==> src/rtl/hdu_pkg.sv <==
package hdu_pkg;

  // Division of the scaled angle by 45, one base-256 quotient digit per
  // stage: the digit comes from a reciprocal multiply of the partial
  // remainder, exact for every partial remainder below 45 * 256.
  localparam int DIV_W = 48;
  localparam int DIV_PER_STAGE = 8;
  localparam int DIV_STAGES = DIV_W / DIV_PER_STAGE;
  localparam int DIV_LANES = 4;
  localparam int DIV_PART_W = 6 + DIV_PER_STAGE;
  localparam logic [6:0] DIV_BY = 7'd45;
  localparam logic [DIV_PART_W-1:0] DIV_RECIP = 14'd11651;
  localparam int DIV_RECIP_SHIFT = 19;
  localparam logic signed [DIV_W-1:0] DIV_OFFSET = 48'sd45 <<< 40;
  localparam logic signed [DIV_W-1:0] DIV_ROUND = 48'sd22;

  // Rotation and vectoring iterations.
  localparam int CORD_STEPS = 30;
  localparam int CORD_PER_STAGE = 2;
  localparam int CORD_STAGES = CORD_STEPS / CORD_PER_STAGE;
  localparam int XY_W = 33;
  localparam int Z_W = 34;
  localparam logic signed [XY_W-1:0] GAIN_Q30 = 33'sd652032874;
  localparam logic signed [Z_W-1:0] QUARTER_TURN = 34'sh0_4000_0000;
  localparam logic signed [Z_W-1:0] HALF_TURN = 34'sh0_8000_0000;
  localparam int ROT_LANES = 4;
  // Lanes that deliver the sine; the others deliver the cosine.
  localparam logic [ROT_LANES-1:0] ROT_SIN_LANES = 4'b0011;

  // Square roots, two root bits per stage.
  localparam int SQ_STEPS = 32;
  localparam int SQ_PER_STAGE = 2;
  localparam int SQ_STAGES = SQ_STEPS / SQ_PER_STAGE;
  localparam int SQ_LANES = 2;
  localparam int SQ_N_W = 2 * SQ_STEPS;
  localparam int SQ_REM_W = 35;
  localparam int A_W = 31;
  localparam logic [A_W-1:0] ONE_A = 31'h4000_0000;

  localparam logic [31:0] KM_PER_TURN_Q16 = 32'd2623417457;
  localparam logic [30:0] MAX_DIST = 31'd1311708729;

  function automatic logic signed [Z_W-1:0] atan_turn(input int i);
    logic signed [Z_W-1:0] r;
    case (i)
      0: r = 34'sd536870912;
      1: r = 34'sd316933406;
      2: r = 34'sd167458907;
      3: r = 34'sd85004756;
      4: r = 34'sd42667331;
      5: r = 34'sd21354465;
      6: r = 34'sd10679838;
      7: r = 34'sd5340245;
      8: r = 34'sd2670163;
      9: r = 34'sd1335087;
      10: r = 34'sd667544;
      11: r = 34'sd333772;
      12: r = 34'sd166886;
      13: r = 34'sd83443;
      14: r = 34'sd41722;
      15: r = 34'sd20861;
      16: r = 34'sd10430;
      17: r = 34'sd5215;
      18: r = 34'sd2608;
      19: r = 34'sd1304;
      20: r = 34'sd652;
      21: r = 34'sd326;
      22: r = 34'sd163;
      23: r = 34'sd81;
      24: r = 34'sd41;
      25: r = 34'sd20;
      26: r = 34'sd10;
      27: r = 34'sd5;
      28: r = 34'sd3;
      29: r = 34'sd1;
      default: r = '0;
    endcase
    return r;
  endfunction

endpackage

==> src/rtl/hdu_div.sv <==
module hdu_div (
  input  logic clk,
  input  logic rst,
  input  logic en,
  input  logic in_v,
  input  logic [hdu_pkg::DIV_W-1:0] num [hdu_pkg::DIV_LANES],
  output logic out_v,
  output logic [31:0] quo [hdu_pkg::DIV_LANES]
);
  import hdu_pkg::*;

  logic [DIV_STAGES-1:0] v;
  logic [DIV_W-1:0] num_r [DIV_STAGES][DIV_LANES];
  logic [5:0] rem_r [DIV_STAGES][DIV_LANES];
  logic [31:0] quo_r [DIV_STAGES][DIV_LANES];
  logic [DIV_W-1:0] num_next [DIV_STAGES][DIV_LANES];
  logic [5:0] rem_next [DIV_STAGES][DIV_LANES];
  logic [31:0] quo_next [DIV_STAGES][DIV_LANES];

  always_comb begin
    logic [DIV_W-1:0] n;
    logic [5:0] r;
    logic [DIV_PART_W-1:0] part, dig, back;
    logic [2*DIV_PART_W-1:0] prod;
    logic [DIV_PER_STAGE-1:0] qd;
    logic [31:0] q;
    for (int s = 0; s < DIV_STAGES; s++) begin
      for (int l = 0; l < DIV_LANES; l++) begin
        if (s == 0) begin
          n = num[l];
          r = '0;
          q = '0;
        end else begin
          n = num_r[s-1][l];
          r = rem_r[s-1][l];
          q = quo_r[s-1][l];
        end
        // bring down the next byte, take its digit by reciprocal multiply
        part = {r, n[DIV_W-1 -: DIV_PER_STAGE]};
        n = {n[DIV_W-DIV_PER_STAGE-1:0], DIV_PER_STAGE'(0)};
        prod = part * DIV_RECIP;
        qd = prod[DIV_RECIP_SHIFT +: DIV_PER_STAGE];
        dig = DIV_PART_W'(qd);
        back = part - dig * DIV_PART_W'(DIV_BY);
        r = back[5:0];
        q = {q[31-DIV_PER_STAGE:0], qd};
        num_next[s][l] = n;
        rem_next[s][l] = r;
        quo_next[s][l] = q;
      end
    end
  end

  always_ff @(posedge clk) begin
    if (rst) begin
      v <= '0;
    end else if (en) begin
      v <= {v[DIV_STAGES-2:0], in_v};
    end
  end

  always_ff @(posedge clk) begin
    if (en) begin
      num_r <= num_next;
      rem_r <= rem_next;
      quo_r <= quo_next;
    end
  end

  assign out_v = v[DIV_STAGES-1];
  assign quo = quo_r[DIV_STAGES-1];

endmodule

==> config.mk <==
export PLATFORM = sky130hd
export DESIGN_NAME = hdu_div
export DESIGN_NICKNAME = d
export VERILOG_FILES = /design/src/rtl/hdu_pkg.sv /design/src/rtl/hdu_div.sv
export SDC_FILE = /design/constraint.sdc
export NUM_CORES = 2
export LEC_CHECK = 0
export ABC_AREA = 1
export BUFFER_PORTS_ARGS = -buffer_cell sky130_fd_sc_hd__clkbuf_2
export CAP_MARGIN = 10
export CELL_PAD_IN_SITES_DETAIL_PLACEMENT = 2
export CELL_PAD_IN_SITES_GLOBAL_PLACEMENT = 2
export CORE_ASPECT_RATIO = 1.25
export CORE_MARGIN = 2
export CORE_UTILIZATION = 46
export CTS_BUF_LIST = sky130_fd_sc_hd__clkbuf_16
export CTS_CLUSTER_SIZE = 20
export DETAILED_ROUTE_END_ITERATION = 7
export PLACE_DENSITY_LB_ADDON = 0.1
export SYNTH_ARGS = -nofsm -noshare
export SYNTH_HDL_FRONTEND = slang
export SYNTH_SLANG_ARGS = --single-unit
export TNS_END_PERCENT = 10
==> constraint.sdc <==
create_clock -name clk -period 11.2 [get_ports clk]
set_input_delay 1.12 -clock clk [delete_from_list [all_inputs] [get_ports clk]]
set_output_delay 1.12 -clock clk [all_outputs]
set_load 0.05 [all_outputs]
==> impl_metrics.env <==
export IMPL_status="completed"
export IMPL_gr_total_overflow=0
export IMPL_start_kind="register"
export IMPL_final_cell_mix="inv_1, ha_1, nand2_1"
export IMPL_setup_viol=0
export IMPL_io_pins=325
export IMPL_antenna_found_initial=18
export IMPL_floorplan_die_area_sq_um=236000
export IMPL_required_ns=11.75
export IMPL_n_fill_cell=24275
export IMPL_cts_buffers=107
export IMPL_fmax_ghz=0.118
export IMPL_vias=76818
export IMPL_syn_area_per_cell_sq_um=9.94
export IMPL_reg2reg_depth=39
export IMPL_ant_nets=0
export IMPL_holdBufCountCts=0
export IMPL_wirelength_um=332000
export IMPL_finalWeightedCongestion=0.880
export IMPL_clockBufferDepth=3
export IMPL_hold_path_depth=0
export IMPL_clkLatencyLatePin_ns=0.81
export IMPL_drive_gt1_frac=0.0504
export IMPL_syn_inst=10720
export IMPL_fp_coreArea_sq_um=230000
export IMPL_netlist_cell_type_count=57
export IMPL_synth_edff_count=920
export IMPL_min_period_ns=8.48
export IMPL_slew_viol_final=0
export IMPL_wl_per_cell_um=23.2
export IMPL_postCtsSetupBuffers=0
export IMPL_slowest_stage="edfxtp_1"
export IMPL_h_tree_depth=3
export IMPL_via_per_inst=5.36
export IMPL_end_kind="register"
export IMPL_cts_root_buffer="clkbuf_16"
export IMPL_synth_nets=14303
export IMPL_max_slew_margin=0.150
export IMPL_cts_num_sinks=926
export IMPL_holdWs_ns=0.378
export IMPL_hold_viol_final=0
export IMPL_finalClockSkew_ns=0.0599
export IMPL_criticalPathCategory="reg -> reg"
export IMPL_synth_warnings=0
export IMPL_hpwlAfterDp_um=283000
export IMPL_grtUsageTotal=0.285
export IMPL_drt_pass1_iterations=5
export IMPL_drc_errors=0
export IMPL_final_period_utilization=0.757
export IMPL_cts_tree="done"
export IMPL_maxCapViolCount=0
export IMPL_grt_pass1_vias=92289
export IMPL_start_util=0.462
export IMPL_arrival_ns=9.03
export IMPL_synth_cell_area_sq_um=107000
export IMPL_utilization=0.503
export IMPL_die_w_um=434
export IMPL_max_stage_delay_ns=0.57
export IMPL_syn2layout_area_growth_pct=8.72
export IMPL_ys_flop_type="edfxtp_1"
export IMPL_postCtsResizedCells=0
export IMPL_clk_pin_slew_worst_paths_ns=0.07
export IMPL_grt_pass1_wl_um=520000
export IMPL_synth_yosys_seq_area_share=0.260
export IMPL_path_common_cell="nand2_1"
export IMPL_grt_start_max_net_pins=132
export IMPL_num_rows=197
export IMPL_io_buffers=324
export IMPL_synthArstFlopShare=0
export IMPL_synth_seq_cells=926
export IMPL_die_h_um=542
export IMPL_nNetsFinal=14745
export IMPL_worstPathMaxFanout=6
export IMPL_first_iter_violations=2568
export IMPL_tightest_slew_ns=1.28
export IMPL_mostFrequentLayoutCell="inv_1"
export IMPL_hold_path_class="reg -> reg"
export IMPL_rsz0062_at_grt="false"
export IMPL_finalSetupTns_ns=0
metal layers:
layer  global-route usage  routed length [um]  part of all wire  vias up
met1                0.296              123000              0.37    39200
met4                0.120               15900             0.048       18
met2                0.569              186000              0.56     1052
met5                    0                 104           0.00031        -
met3               0.0279                7460             0.022      638
li1                     -                   -                 -    35910
logic make-up after synthesis:
group,count (synthesis),synth area share
adder cells (fa/ha/maj),3387,0.464
buffers and inverters,2636,0.0929
AND/OR/NAND/NOR,2310,0.0920
AO/OA/AOI/OAI,1034,0.0561
flip-flops,926,0.260
XOR/XNOR,427,0.0352
metrics by stage:
| step | instance area, sq um | instances | setup WS [ns] |
|---|---|---|---|
| 6_report | 116000 | 14344 | 2.72 |
| 5_1_grt | 116000 | 14342 | 2.21 |
| 3_5_place_dp | 112000 | 14137 | 2.81 |
| 2_1_floorplan | 107000 | 10720 | 3.99 |
| 4_1_cts | 116000 | 14338 | 2.75 |
| 3_3_place_gp | 112000 | 14137 | 3.15 |
worst max-delay path, delay by kind of cell (launching register included):
family / cells / cell delay, ns
fa+ha+maj: 12 / 4.58
buf+inv: 8 / 0.59
simple gates: 17 / 1.92
flops: 1 / 0.57
xor+xnor: 1 / 0.28
compound gates: 1 / 0.30
synth_stat cells, types with 23 or more instances:
cell type,number,area (sq um)
a211oi_1,35,263
o21bai_1,37,278
fa_1,934,18700
nand4_1,102,638
xnor2_1,174,1520
nor3_1,110,551
nand2_1,1344,5040
xor2_1,252,2210
inv_1,2624,9850
a31oi_1,36,225
ha_1,2453,30700
o211ai_1,23,173
a21oi_1,481,2410
nand3b_1,23,173
nand3_1,300,1500
edfxtp_1,920,27600
a21o_1,98,736
o21ai_0,232,1160
nor2_1,353,1330
final cells by class:
class / count / area, sq um / area share
clock buffer: 110 / 2750 / 0.0238
sequential: 926 / 27700 / 0.240
clock inverter: 91 / 923 / 0.00797
timing repair buffer: 335 / 1750 / 0.0151
tap: 3084 / 3860 / 0.0333
inverter: 2634 / 9890 / 0.0853
antenna: 6 / 15.0 / 0.000130
multi-input combinational: 7158 / 68900 / 0.595
flip-flops by register name, indices dropped and copies added (netlist names):
register / count
num_r: 160
v: 6
rem_r: 120
num_next: 320
quo_next: 192
quo: 128
final timing paths:
check,start,end,slack [ns]
min reg2reg,quo_next[17],quo[17],0.38
max,num_r[717],rem_r[65],2.72
max reg2reg,num_r[717],rem_r[65],2.72
min,quo_next[17],quo[17],0.38
Power is not shown: default switching activity piles up to over one toggle a cycle in this logic, so the estimate is an artifact.
