$ cat src/rtl/hdu_pkg.sv
package hdu_pkg;

  // Division of the scaled angle by 45, one base-256 quotient digit per
  // stage: the digit comes from a reciprocal multiply of the partial
  // remainder, exact for every partial remainder below 45 * 256.
  localparam int DIV_W = 48;
  localparam int DIV_PER_STAGE = 8;
  localparam int DIV_STAGES = DIV_W / DIV_PER_STAGE;
  localparam int DIV_LANES = 4;
  localparam int DIV_PART_W = 6 + DIV_PER_STAGE;
  localparam logic [6:0] DIV_BY = 7'd45;
  localparam logic [DIV_PART_W-1:0] DIV_RECIP = 14'd11651;
  localparam int DIV_RECIP_SHIFT = 19;
  localparam logic signed [DIV_W-1:0] DIV_OFFSET = 48'sd45 <<< 40;
  localparam logic signed [DIV_W-1:0] DIV_ROUND = 48'sd22;

  // Rotation and vectoring iterations.
  localparam int CORD_STEPS = 30;
  localparam int CORD_PER_STAGE = 2;
  localparam int CORD_STAGES = CORD_STEPS / CORD_PER_STAGE;
  localparam int XY_W = 33;
  localparam int Z_W = 34;
  localparam logic signed [XY_W-1:0] GAIN_Q30 = 33'sd652032874;
  localparam logic signed [Z_W-1:0] QUARTER_TURN = 34'sh0_4000_0000;
  localparam logic signed [Z_W-1:0] HALF_TURN = 34'sh0_8000_0000;
  localparam int ROT_LANES = 4;
  // Lanes that deliver the sine; the others deliver the cosine.
  localparam logic [ROT_LANES-1:0] ROT_SIN_LANES = 4'b0011;

  // Square roots, two root bits per stage.
  localparam int SQ_STEPS = 32;
  localparam int SQ_PER_STAGE = 2;
  localparam int SQ_STAGES = SQ_STEPS / SQ_PER_STAGE;
  localparam int SQ_LANES = 2;
  localparam int SQ_N_W = 2 * SQ_STEPS;
  localparam int SQ_REM_W = 35;
  localparam int A_W = 31;
  localparam logic [A_W-1:0] ONE_A = 31'h4000_0000;

  localparam logic [31:0] KM_PER_TURN_Q16 = 32'd2623417457;
  localparam logic [30:0] MAX_DIST = 31'd1311708729;

  function automatic logic signed [Z_W-1:0] atan_turn(input int i);
    logic signed [Z_W-1:0] r;
    case (i)
      0: r = 34'sd536870912;
      1: r = 34'sd316933406;
      2: r = 34'sd167458907;
      3: r = 34'sd85004756;
      4: r = 34'sd42667331;
      5: r = 34'sd21354465;
      6: r = 34'sd10679838;
      7: r = 34'sd5340245;
      8: r = 34'sd2670163;
      9: r = 34'sd1335087;
      10: r = 34'sd667544;
      11: r = 34'sd333772;
      12: r = 34'sd166886;
      13: r = 34'sd83443;
      14: r = 34'sd41722;
      15: r = 34'sd20861;
      16: r = 34'sd10430;
      17: r = 34'sd5215;
      18: r = 34'sd2608;
      19: r = 34'sd1304;
      20: r = 34'sd652;
      21: r = 34'sd326;
      22: r = 34'sd163;
      23: r = 34'sd81;
      24: r = 34'sd41;
      25: r = 34'sd20;
      26: r = 34'sd10;
      27: r = 34'sd5;
      28: r = 34'sd3;
      29: r = 34'sd1;
      default: r = '0;
    endcase
    return r;
  endfunction

endpackage

$ cat src/rtl/hdu_sqrt.sv
module hdu_sqrt (
  input  logic clk,
  input  logic rst,
  input  logic en,
  input  logic in_v,
  input  logic [hdu_pkg::A_W-1:0] rad [hdu_pkg::SQ_LANES],
  output logic out_v,
  output logic [hdu_pkg::A_W-1:0] root [hdu_pkg::SQ_LANES]
);
  import hdu_pkg::*;

  logic [SQ_STAGES-1:0] v;
  logic [SQ_N_W-1:0] n_r [SQ_STAGES][SQ_LANES];
  logic [SQ_REM_W-1:0] rem_r [SQ_STAGES][SQ_LANES];
  logic [SQ_STEPS-1:0] root_r [SQ_STAGES][SQ_LANES];
  logic [SQ_N_W-1:0] n_next [SQ_STAGES][SQ_LANES];
  logic [SQ_REM_W-1:0] rem_next [SQ_STAGES][SQ_LANES];
  logic [SQ_STEPS-1:0] root_next [SQ_STAGES][SQ_LANES];

  always_comb begin
    logic [SQ_N_W-1:0] n;
    logic [SQ_REM_W-1:0] rm, trial;
    logic [SQ_STEPS-1:0] rt;
    for (int s = 0; s < SQ_STAGES; s++) begin
      for (int l = 0; l < SQ_LANES; l++) begin
        if (s == 0) begin
          // radicand times 2^30
          n = SQ_N_W'({rad[l], 30'b0});
          rm = '0;
          rt = '0;
        end else begin
          n = n_r[s-1][l];
          rm = rem_r[s-1][l];
          rt = root_r[s-1][l];
        end
        for (int j = 0; j < SQ_PER_STAGE; j++) begin
          rm = {rm[SQ_REM_W-3:0], n[SQ_N_W-1 -: 2]};
          n = {n[SQ_N_W-3:0], 2'b00};
          trial = SQ_REM_W'({rt, 2'b01});
          if (rm >= trial) begin
            rm = rm - trial;
            rt = {rt[SQ_STEPS-2:0], 1'b1};
          end else begin
            rt = {rt[SQ_STEPS-2:0], 1'b0};
          end
        end
        n_next[s][l] = n;
        rem_next[s][l] = rm;
        root_next[s][l] = rt;
      end
    end
  end

  always_ff @(posedge clk) begin
    if (rst) begin
      v <= '0;
    end else if (en) begin
      v <= {v[SQ_STAGES-2:0], in_v};
    end
  end

  always_ff @(posedge clk) begin
    if (en) begin
      n_r <= n_next;
      rem_r <= rem_next;
      root_r <= root_next;
    end
  end

  assign out_v = v[SQ_STAGES-1];
  always_comb begin
    for (int l = 0; l < SQ_LANES; l++) begin
      root[l] = root_r[SQ_STAGES-1][l][A_W-1:0];
    end
  end

endmodule

$ cat config.mk
export PLATFORM = sky130hd
export DESIGN_NAME = hdu_sqrt
export DESIGN_NICKNAME = d
export VERILOG_FILES = /design/src/rtl/hdu_pkg.sv /design/src/rtl/hdu_sqrt.sv
export SDC_FILE = /design/constraint.sdc
export NUM_CORES = 2
export LEC_CHECK = 0
export BUFFER_PORTS_ARGS = -buffer_cell sky130_fd_sc_hd__buf_2
export CAP_MARGIN = 20
export CELL_PAD_IN_SITES_DETAIL_PLACEMENT = 0
export CELL_PAD_IN_SITES_GLOBAL_PLACEMENT = 1
export CORE_ASPECT_RATIO = 0.6
export CORE_UTILIZATION = 52
export CTS_CLUSTER_SIZE = 25
export DETAILED_ROUTE_END_ITERATION = 10
export PLACE_DENSITY_LB_ADDON = 0.1
export SLEW_MARGIN = 15
export SYNTH_ARGS = -nofsm -noshare
export SYNTH_HDL_FRONTEND = slang
export SYNTH_SLANG_ARGS = --single-unit
$ cat constraint.sdc
create_clock -name clk -period 9.7 [get_ports clk]
set_input_delay 0.97 -clock clk [delete_from_list [all_inputs] [get_ports clk]]
set_output_delay 0.97 -clock clk [all_outputs]
set_load 0.01 [all_outputs]
==> metrics.cfg <==
[clocking]
post_cts_buffers=0
h-tree-depth=4
cts-root-buf=clkbuf_16
clk_latency_ns=0.88
clk_pin_slew_ns=0.07
hold_buffers=0
cts_buffers=179
cts-resized-gates=0
numClockSinks=1696
cts_tree=done
clockBufferDepth=4

[drt]
vias=104200
wirelength_um=382600
vias_per_cell=6.218
routedWlPerCell_um=22.82
dr.pass1.iters=8
drc=0
ant_nets=0
drt_iter0_markers=11020

[synthesis]
syn_avg_cell_area_sq_um=9.547
synth_compound_area_frac=0.1682
yosys_warnings=0
synthMuxAreaShare=0.02949
synth-adder-area-share=0.1009
synthCells=13290
ys_types=109
synth-seq-cells=1696
synth_xor_area_frac=0.08964
synthArstFlopShare=0
synth_enable_flop_cells=1680
synth-simple-area-share=0.1761
synth_area_sq_um=126900
synth_top_family_by_area=simple AND/OR/NAND/NOR gates
ys_seq_area_frac=0.4000
ys.flop_type=edfxtp_1

[timing]
max_slew_margin=0.1578
fmax_ghz=0.1202
finClkSkew_ns=0.05873
fin_crit_sh=0.8575
finalHoldViolations=0
rsz0062_at_grt=false
setup_viol=0
worst_pin_slew_ns=1.252
final.setup.tns_ns=0
min_period_ns=8.318
slew_violations=0

[power]
leakagePower_nw=53.37
peakVddDrop_mv=0.1594
powerDensity_nw_per_um2=250.9

[critical_path]
ff2ff_setup_slack_ns=1.38
cpPeakStageDelay_ns=0.79
crit_path_start_kind=register
rr_endpoint=rem_r[368]
arrival_ns=8.93
crit_fanout=47
critical_path_class=reg -> reg
endpoint_kind=register
worstReg2RegStart=root_r[385]
r2r_cells=26
critPathRequiredTime_ns=10.31
cp_slowest_cell=inv_1

[finish]
syn_to_final_growth_pct=8.120
final_nets=14440
drive_above_1_share=0.07202
design_area_sq_um=137200
nFillCells=21290
seqCellArea_sq_um=50770
multi_input_area_sq_um=71740
mostFrequentLayoutCell=edfxtp_1
mostFrequentLayoutCells=1680 x edfxtp_1, 1119 x nand2_1, 1070 x nor2_1

[status]
status=finished, final reports clean

[floorplanning]
rows=140
start_util=0.5232
die_h_um=384.7
die_x_um=639.8
die-area_sq_um=246100
core_area_sq_um=242600
io_pins=129

[global_route]
grt_pass1_vias=95720
grt.overflow.total=0
grt_pass1_wl_um=577800
grt_antenna_before_repair=28
grtUsageTotal=0.3009
grt_max_degree=171

[job]
drv_cap=0

[hold_path]
min_path_type=in -> reg
min_from=rad[40]
whs_path_depth=1
hold_end=n_next[1903]

[placed_design]
port_buffers=128
gp_congestion=1.018
place_area_sq_um=131200
place.detailed.hpwl_um=301500

## layout make-up
| class | count | area share |
|---|---|---|
| Inverter | 844 | 0.02309 |
| Tap cell | 3266 | 0.02978 |
| Timing Repair Buffer | 229 | 0.01121 |
| Antenna cell | 2 | 0.00003647 |
| Sequential cell | 1696 | 0.3700 |
| Clock inverter | 114 | 0.009856 |
| Multi-Input combinational cell | 10420 | 0.5228 |
| Clock buffer | 198 | 0.03332 |
## metal layers
layer / up-vias / global-route usage / share of wire
met4: 8 / 0.06048 / 0.019
met2: 4129 / 0.3956 / 0.38
met1: 50210 / 0.4807 / 0.50
met3: 434 / 0.08249 / 0.11
met5: - / 0.002121 / 0.00014
li1: 49450 / - / -
## where the power goes
group | total, mW | switching (mW) | internal [mW]
Combinational | 15.6 | 9.11 | 6.53
Sequential | 11.6 | 1.54 | 10.0
Clock | 7.24 | 3.11 | 4.13
Total | 34.4 | 13.8 | 20.7
## registers in the layout, indices dropped and copies added, names as in the netlist
register,count
rem_r,912
root_r,450
n_next,196
root,62
n_r,60
v,16
## synth_stat cells (all sizes together), types with 23 or more instances
library cell / count / area (sq um)
mux2i: 78 / 780.8
xor2: 475 / 4160
nand4b: 38 / 332.8
buf: 81 / 385.4
a21oi: 939 / 4703
inv: 837 / 3142
and4: 43 / 376.6
or3: 167 / 1045
xnor2: 824 / 7217
a2111oi: 53 / 505.5
or2: 98 / 613.1
o31a: 41 / 359.1
ha: 990 / 12390
nor3: 396 / 2008
nor3b: 52 / 390.4
a211o: 42 / 367.9
o22ai: 40 / 250.2
nand2b: 190 / 1189
o31ai: 122 / 915.9
mux2: 263 / 2962
a21o: 376 / 2823
nor2: 1071 / 4020
or4: 102 / 773.2
o21bai: 81 / 608.1
o2111ai: 45 / 406.6
nor4b: 43 / 404.1
o41ai: 27 / 236.5
o21a: 192 / 1441
o211ai: 95 / 713.2
a31o: 25 / 219.0
nor4: 177 / 1160
nand3b: 58 / 435.4
a31oi: 103 / 650.6
o21ai: 754 / 3781
clkbuf: 259 / 972.2
nand3: 304 / 1521
a21boi: 41 / 307.8
nand2: 1119 / 4200
and3: 88 / 550.5
nor2b: 158 / 988.5
edfxtp: 1680 / 50450
o211a: 23 / 230.2
and2: 92 / 575.6
nand4: 171 / 1070
a211oi: 106 / 805.8
## metrics by stage
stage,worst slack (ns),util,instances,hold slack [ns],power (mW)
floorplan,2.758,-,13300,0.4003,22.49
global placement,1.619,0.5408,16440,0.4003,26.56
detailed placement,1.727,0.5408,16440,0.4045,26.81
CTS,1.651,0.5652,16750,0.1943,34.19
global route,1.049,0.5656,16760,0.2244,36.49
finish,1.382,0.5656,16760,0.2598,34.43
## logic make-up (layout without fill, tap and decap cells)
| kind of cell | count (synthesis) | count (layout) |
|---|---|---|
| other | 1 | 4 |
| AOI/OAI and AO/OA | 3322 | 3322 |
| adders and majority gates | 1011 | 1011 |
| and+or+nand+nor | 4440 | 4440 |
| muxes | 341 | 341 |
| xor gates and xnor gates | 1299 | 1299 |
| DFF | 1696 | 1696 |
| buffers and inverters | 1184 | 1385 |
## how the worst max path moves through the flow
stage,cells after the start,slack (ns),from,to
finish,26,1.38,root_r[385],rem_r[368]
global route,26,1.05,root_r[449],rem_r[423]
CTS,26,1.65,root_r[385],rem_r[368]
detailed placement,26,1.73,root_r[385],rem_r[368]
global placement,25,1.62,root_r[355],rem_r[324]
floorplan,26,2.76,root_r[161],rem_r[127]
## worst max-delay path, delay by kind of cell (launching register included)
kind | cells | cell delay [ns]
buf+inv | 6 | 2.16
fa+ha+maj | 2 | 0.83
flops | 1 | 0.58
simple gates | 6 | 1.58
compound gates | 12 | 2.83
Power figures use the tool's default switching activity.
